[config.mk]
export PLATFORM = sky130hd
export DESIGN_NAME = exh_ranker
export DESIGN_NICKNAME = d
export VERILOG_FILES = /design/src/rtl/core/exh_pkg.sv /design/src/rtl/core/exh_ranker.sv
export SDC_FILE = /design/constraint.sdc
export NUM_CORES = 2
export LEC_CHECK = 0
export ABC_AREA = 1
export BUFFER_PORTS_ARGS = -buffer_cell sky130_fd_sc_hd__buf_2
export CAP_MARGIN = 20
export CORE_ASPECT_RATIO = 1.75
export CORE_UTILIZATION = 45
export DETAILED_ROUTE_END_ITERATION = 10
export GPL_TIMING_DRIVEN = 0
export PLACE_DENSITY = 0.71
export REMOVE_ABC_BUFFERS = 1
export SYNTH_ARGS = -nofsm -noshare
export SYNTH_HDL_FRONTEND = slang
export SYNTH_SLANG_ARGS = --single-unit
[constraint.sdc]
create_clock -name clk -period 4.3 [get_ports clk]
set_input_delay 0 -clock clk [delete_from_list [all_inputs] [get_ports clk]]
set_output_delay 0 -clock clk [all_outputs]
set_load 0.02 [all_outputs]
[src/rtl/core/exh_pkg.sv]
// ----------------------------------------------------------------------------
// Exit reason histogram package
// Field widths, operation codes, defaults and the ranker control type.
// ----------------------------------------------------------------------------
package exh_pkg;

  localparam int NUM_REASONS_DEF = 256;
  localparam int TOP_MAX_DEF     = 8;
  localparam int COUNT_WIDTH_DEF = 48;

  localparam int MODE_W       = 3;
  localparam int REASON_W     = 16;
  localparam int TOP_COUNT_W  = 4;
  localparam int REASON_OUT_W = 8;
  localparam int EVENT_W      = 48;

  localparam logic [MODE_W-1:0] MODE_COUNT     = 3'd0;
  localparam logic [MODE_W-1:0] MODE_READ      = 3'd1;
  localparam logic [MODE_W-1:0] MODE_CLEAR_ONE = 3'd2;
  localparam logic [MODE_W-1:0] MODE_CLEAR_ALL = 3'd3;
  localparam logic [MODE_W-1:0] MODE_TOP       = 3'd4;

  typedef struct packed {
    logic clear;
    logic insert;
    logic shift;
  } rank_ctl_t;

endpackage

[src/rtl/core/exh_ranker.sv]
// ----------------------------------------------------------------------------
// Exit reason histogram ranker
// Sorted row of count cells that takes one candidate per cycle and shifts
// its head out during the report.
// ----------------------------------------------------------------------------
module exh_ranker #(
  parameter int TOP_MAX     = exh_pkg::TOP_MAX_DEF,
  parameter int COUNT_WIDTH = exh_pkg::COUNT_WIDTH_DEF,
  parameter int RW          = 8,
  parameter int KW          = $clog2(TOP_MAX + 1)
) (
  input  logic                   clk,
  input  exh_pkg::rank_ctl_t     ctl,
  input  logic [KW-1:0]          k,
  input  logic [COUNT_WIDTH-1:0] ins_count,
  input  logic [RW-1:0]          ins_reason,
  output logic [COUNT_WIDTH-1:0] head_count,
  output logic [RW-1:0]          head_reason
);

  logic [COUNT_WIDTH-1:0] cnt_r [TOP_MAX];
  logic [RW-1:0]          rsn_r [TOP_MAX];
  logic [TOP_MAX-1:0]     gt;

  always_comb begin
    for (int i = 0; i < TOP_MAX; i++) begin
      gt[i] = (KW'(i) < k) && (ins_count > cnt_r[i]);
    end
  end

  for (genvar g = 0; g < TOP_MAX; g++) begin : g_cell
    logic [COUNT_WIDTH-1:0] prev_cnt;
    logic [RW-1:0]          prev_rsn;
    logic                   prev_gt;
    logic [COUNT_WIDTH-1:0] next_cnt;
    logic [RW-1:0]          next_rsn;

    if (g == 0) begin : g_first
      assign prev_cnt = '0;
      assign prev_rsn = '0;
      assign prev_gt  = 1'b0;
    end else begin : g_rest
      assign prev_cnt = cnt_r[g-1];
      assign prev_rsn = rsn_r[g-1];
      assign prev_gt  = gt[g-1];
    end

    if (g == TOP_MAX - 1) begin : g_tail
      assign next_cnt = '0;
      assign next_rsn = '0;
    end else begin : g_body
      assign next_cnt = cnt_r[g+1];
      assign next_rsn = rsn_r[g+1];
    end

    always_ff @(posedge clk) begin
      if (ctl.clear) begin
        cnt_r[g] <= '0;
        rsn_r[g] <= '0;
      end else if (ctl.insert && gt[g]) begin
        cnt_r[g] <= prev_gt ? prev_cnt : ins_count;
        rsn_r[g] <= prev_gt ? prev_rsn : ins_reason;
      end else if (ctl.shift) begin
        cnt_r[g] <= next_cnt;
        rsn_r[g] <= next_rsn;
      end
    end
  end

  assign head_count  = cnt_r[0];
  assign head_reason = rsn_r[0];

endmodule

Word-level counts from Yosys, hierarchy flattened
Memory sizes are Yosys's and may differ from the RTL's.
Cells that the tools add are included.

cells by class
  add/subtract/negate cells = 0
  eq/ne operators = 0
  bitwise logic cells = 32
  divide/modulo/power cells = 0
  magnitude comparators = 16
  shifts and indexed selects = 0
  $mul = 0
  reduce and logical (&&, ||, !) cells = 16
  mux-type cells = 97

operators by type and width
  operator                                                    number
  2-to-1 mux 48 bit                                           23
  > comparator 48 bit                                         8
  2-to-1 mux 8 bit                                            23
  2-to-1 mux 1 bit                                            51
  bitwise OR 1 bit                                            32
  logical AND 1 bit                                           16
  less-than comparator 3 x 4 -> 1 bit (first input constant)  4
  less-than comparator 1 x 4 -> 1 bit (first input constant)  2
  less-than comparator 2 x 4 -> 1 bit (first input constant)  2

storage, ports and cells
  memories = 2
  memory bits (writable) = 448
  input bits = 64
  bits in latches = 0
  register bits = 0
  bits in read-only memories = 0

memories
  name   words  bits a word  rd ports  clocked after Yosys merged registers in  write ports  line              RTL
  cnt_r  8      48           8         0                                        8            exh_ranker.sv:21  logic [COUNT_WIDTH-1:0] cnt_r [TOP_MAX];
  rsn_r  8      8            8         0                                        8            exh_ranker.sv:22  logic [RW-1:0] rsn_r [TOP_MAX];

Longest topological paths before layout
An unclocked memory read counts as a cell.

  depth in word-level cells = 9
  gate-level depth with buffers = 21
  depth with buffers taken out = 18

Worst setup path before layout
No wires, ideal clock.

  path type = reg2reg
  from = memory cnt_r[0][95] (netlist name)
  to = memory cnt_r[0][48] (netlist name) (enable)
  cell stages (with the launch flop) = 13
  data arrival time = 2720 ps
  required time = 3664 ps
  period minus slack after synthesis = 3356 ps
  slack = 944 ps
  library setup time = 636 ps
  cells stage by stage = edfxtp_1 > inv_1 > ha_1 > nand2_1 > nor3_2 > nand3_1 > nor2_1 > nand3_1 > nand2_1 > inv_1 > nand3_1 > clkbuf_1 > nand2_1

RTL lines
  what             line
  start, declared  exh_ranker.sv:21

==> impl_metrics.ini <==
[logic_synthesis]
yosysTopAreaCellShare_pct = 38.15
async_flop_share_pct = 0
synth_warnings = 0
avgSynthCellArea_um2 = 7.417
synth_area_um2 = 35260
ys_types = 28
synth_area_leaders = edfxtp_1, nand2_1, ha_1
synth_top_area_cell = edfxtp_1
synthCells = 4754
ys_seq_area_share_pct = 38.15
synth_ff_type = edfxtp_1
ys_ff_latch = 448
synth_edf_count = 448

[critical_path]
start_kind = flop
cp_cell_sequence = inv_1 > ha_1 > nand4_1 > nor3_2 > nand3_1 > nor2_1 > nand2_1 > nand3_4 > buf_16 > nand3_4 > buf_12 > nor2_4 > nand2_1 > nand2_1
crit_fanout = 52
cp_common_cell = nand2_1
worst_ep_arrival_time_ns = 4.81
critical-path-max-stage-delay_ns = 0.58
crit_required_ns = 4.80
cp-end-kind = flop
cp_slowest_cell = nor2_4
crit_type = flop to flop

[power_and_ir_drop]
power.density_nw_per_um2 = 377.5
cellLeakagePower_nw = 18.59
ir_worst_vdd_mv = 0.3153

[detailed_routing]
wl_per_cell_um = 20.89
drt-total-wl_um = 120900
drtPass1Iterations = 6
drc = 0
drtIter0Drc = 3463
vias = 33188
antenna_left = 0
vias_per_cell = 5.733

[placed_design]
port_buffers = 119
place_area_um2 = 36750
dp_hpwl_um = 80430
place_ws_ns = -0.5528
place.gp.congestion = 0.9045

[floorplan]
die_y_um = 372.3
die_x_um = 213.6
start_util_pct = 45.48
fp-row-count = 135
core_area_um2 = 77530
top_level_ports = 120
die_area_um2 = 79530

[timing]
slew_violations = 0
worst_pin_slew_ns = 0.9808
fin_crit_ns = 4.309
rsz0062_at_grt = no
setup_ws_ns = -0.008554
max_freq_ghz = 0.2321
hold_viol_final = 0
fin_crit_sh_pct = 100.2
clock_skew_ns = 0.02354
max_slew_margin_pct = 34.61
finalSetupViolCount = 3

[clock_network]
clock_latency_ns = 0.63
cts_max_path_buffers = 3
clk_pin_slew_ns = 0.07
h-tree-depth = 2
cts_root_buf = clkbuf_16
cts_tree = built
numCtsBuffers = 47
cts.sinks = 448

[layout]
fillers = 7485
drive_gt1_share_pct = 6.301
fin_nets = 5171
syn2layout_area_growth_pct = 10.58
fin_area_um2 = 38990

[global_routing]
grt_start_max_net_pins = 154
grt_pass1_vias = 32663
grt_pass1_wl_um = 181600
grt_overflow = 0
grt_antenna_before_repair = 2
grt_usage_pct = 30.19

[run_status]
status = complete, but fails checks
violations = setup timing

[hold_path]
hold_class = primary input to flop

[run]
cap_viol_max_count = 0
-- metrics by stage --
step	power [mW]	util (%)	cells	TNS, ns	hold slack (ns)
floorplan	8.500	-	4442	-898.91	0.2457
global placement	10.10	45.74	5588	-4975.77	0.4563
detailed placement	10.32	47.41	5633	-71.00	0.4627
CTS	14.64	50.20	5781	0	0.2372
global route	15.38	50.29	5788	0	0.2736
finish	14.72	50.29	5789	-0.01472	0.2577
-- worst paths after layout --
path / to / slack [ns] / cells past startpoint / start
min reg2reg: rsn_r[1][9] / 0.55 / 2 / rsn_r[2][1]
max reg2reg: cnt_r[1][97] / -0.009 / 14 / cnt_r[1][139]
min: cnt_r[0][24] / 0.26 / 4 / ctl[1]
max: cnt_r[1][97] / -0.009 / 14 / cnt_r[1][139]
-- cells in the mapped netlist, types with 3 or more instances --
master and count:
a21o_1 9, a21oi_1 236, a31oi_1 3, buf_1 24
buf_2 98, buf_4 83, buf_6 10, clkbuf_1 97
edfxtp_1 448, ha_1 384, inv_1 528, nand2_1 1598
nand3_1 777, nand3_2 8, nand4_1 28, nor2_1 219
nor3_1 11, nor3_2 5, nor4_1 5, o21a_1 14
o21ai_0 151, o21ai_1 10, o21bai_1 3
-- cell type report --
cell class | count | area [µm²] | share of cell area (%)
Antenna cell | 1 | 2.502 | 0.006417
Clock buffer | 51 | 1212 | 3.109
Clock inverter | 36 | 309.0 | 0.7926
Inverter | 528 | 1997 | 5.121
Multi-Input combinational cell | 3469 | 18510 | 47.46
Sequential cell | 448 | 13450 | 34.50
Tap cell | 1027 | 1285 | 3.295
Timing Repair Buffer | 229 | 2228 | 5.715
-- worst max-delay path, delay by kind of cell, from the launching register on --
family / cells / cell delay [ns]
fa+ha+maj: 1 / 0.32
buf+inv: 3 / 0.76
flops: 1 / 0.37
simple gates: 10 / 2.69
-- logic make-up (layout without fill, tap and decap cells) --
group	Yosys count	after routing	synth area share [%]
other	0	1	0
AOI/OAI and AO/OA	427	427	6.263
adders and majority gates	384	384	13.63
buffers and inverters	840	844	10.39
DFF	448	448	38.15
and+or+nand+nor	2655	2658	31.57
-- where the power goes --
| part | switching (mW) | leakage [nW] | internal (mW) | total [mW] |
|---|---|---|---|---|
| registers | 0.343 | 5.04 | 5.43 | 5.78 |
| clock network | 1.96 | 0.744 | 2.34 | 4.29 |
| logic | 3.21 | 12.8 | 1.43 | 4.65 |
| total | 5.51 | 18.6 | 9.20 | 14.7 |
-- per-layer routing --
metal  vias to the layer above  global-route usage, %  routed length (µm)
met5                         -                      0                  10
met4                         2                  23.42                9857
met3                       568                  4.853               10330
met2                      1740                  52.72               59970
met1                     15277                  32.19               40760
li1                      15601                      -                   -
-- placed cells by master (no fill, tap or decap), types with 6 or more instances in the layout --
cell	n
nor2_1	211
edfxtp_1	448
nor3_2	6
clkbuf_16	48
clkinv_2	11
nor2_4	9
o21a_1	14
a21oi_1	236
buf_4	9
nand2_1	1582
clkinv_1	15
nand2_4	11
nor3_1	10
ha_1	384
nand3_1	771
a21o_1	9
nand3_4	13
buf_2	119
buf_16	17
buf_12	24
dlygate4sd3_1	56
o21ai_0	151
o21ai_1	10
inv_1	519
nand4_1	28
-- flip-flops by register name (all words and copies together), names as in the netlist --
| signal | cells |
|---|---|
| rsn_r | 64 |
| cnt_r | 384 |
-- what timing repair did --
| action | in CTS | in global routing |
|---|---|---|
| buffers inserted | 3 | 6 |
| cloned | 2 | 1 |
| hold buffers | 56 | 0 |
| setup endpoints to repair | 386 | 254 |
| pin swaps | 2 | 6 |
| gates resized for setup | 9 | 4 |
| hold endpoints to repair | 284 | 0 |
Note: power is estimated with default switching activity, not from simulation.
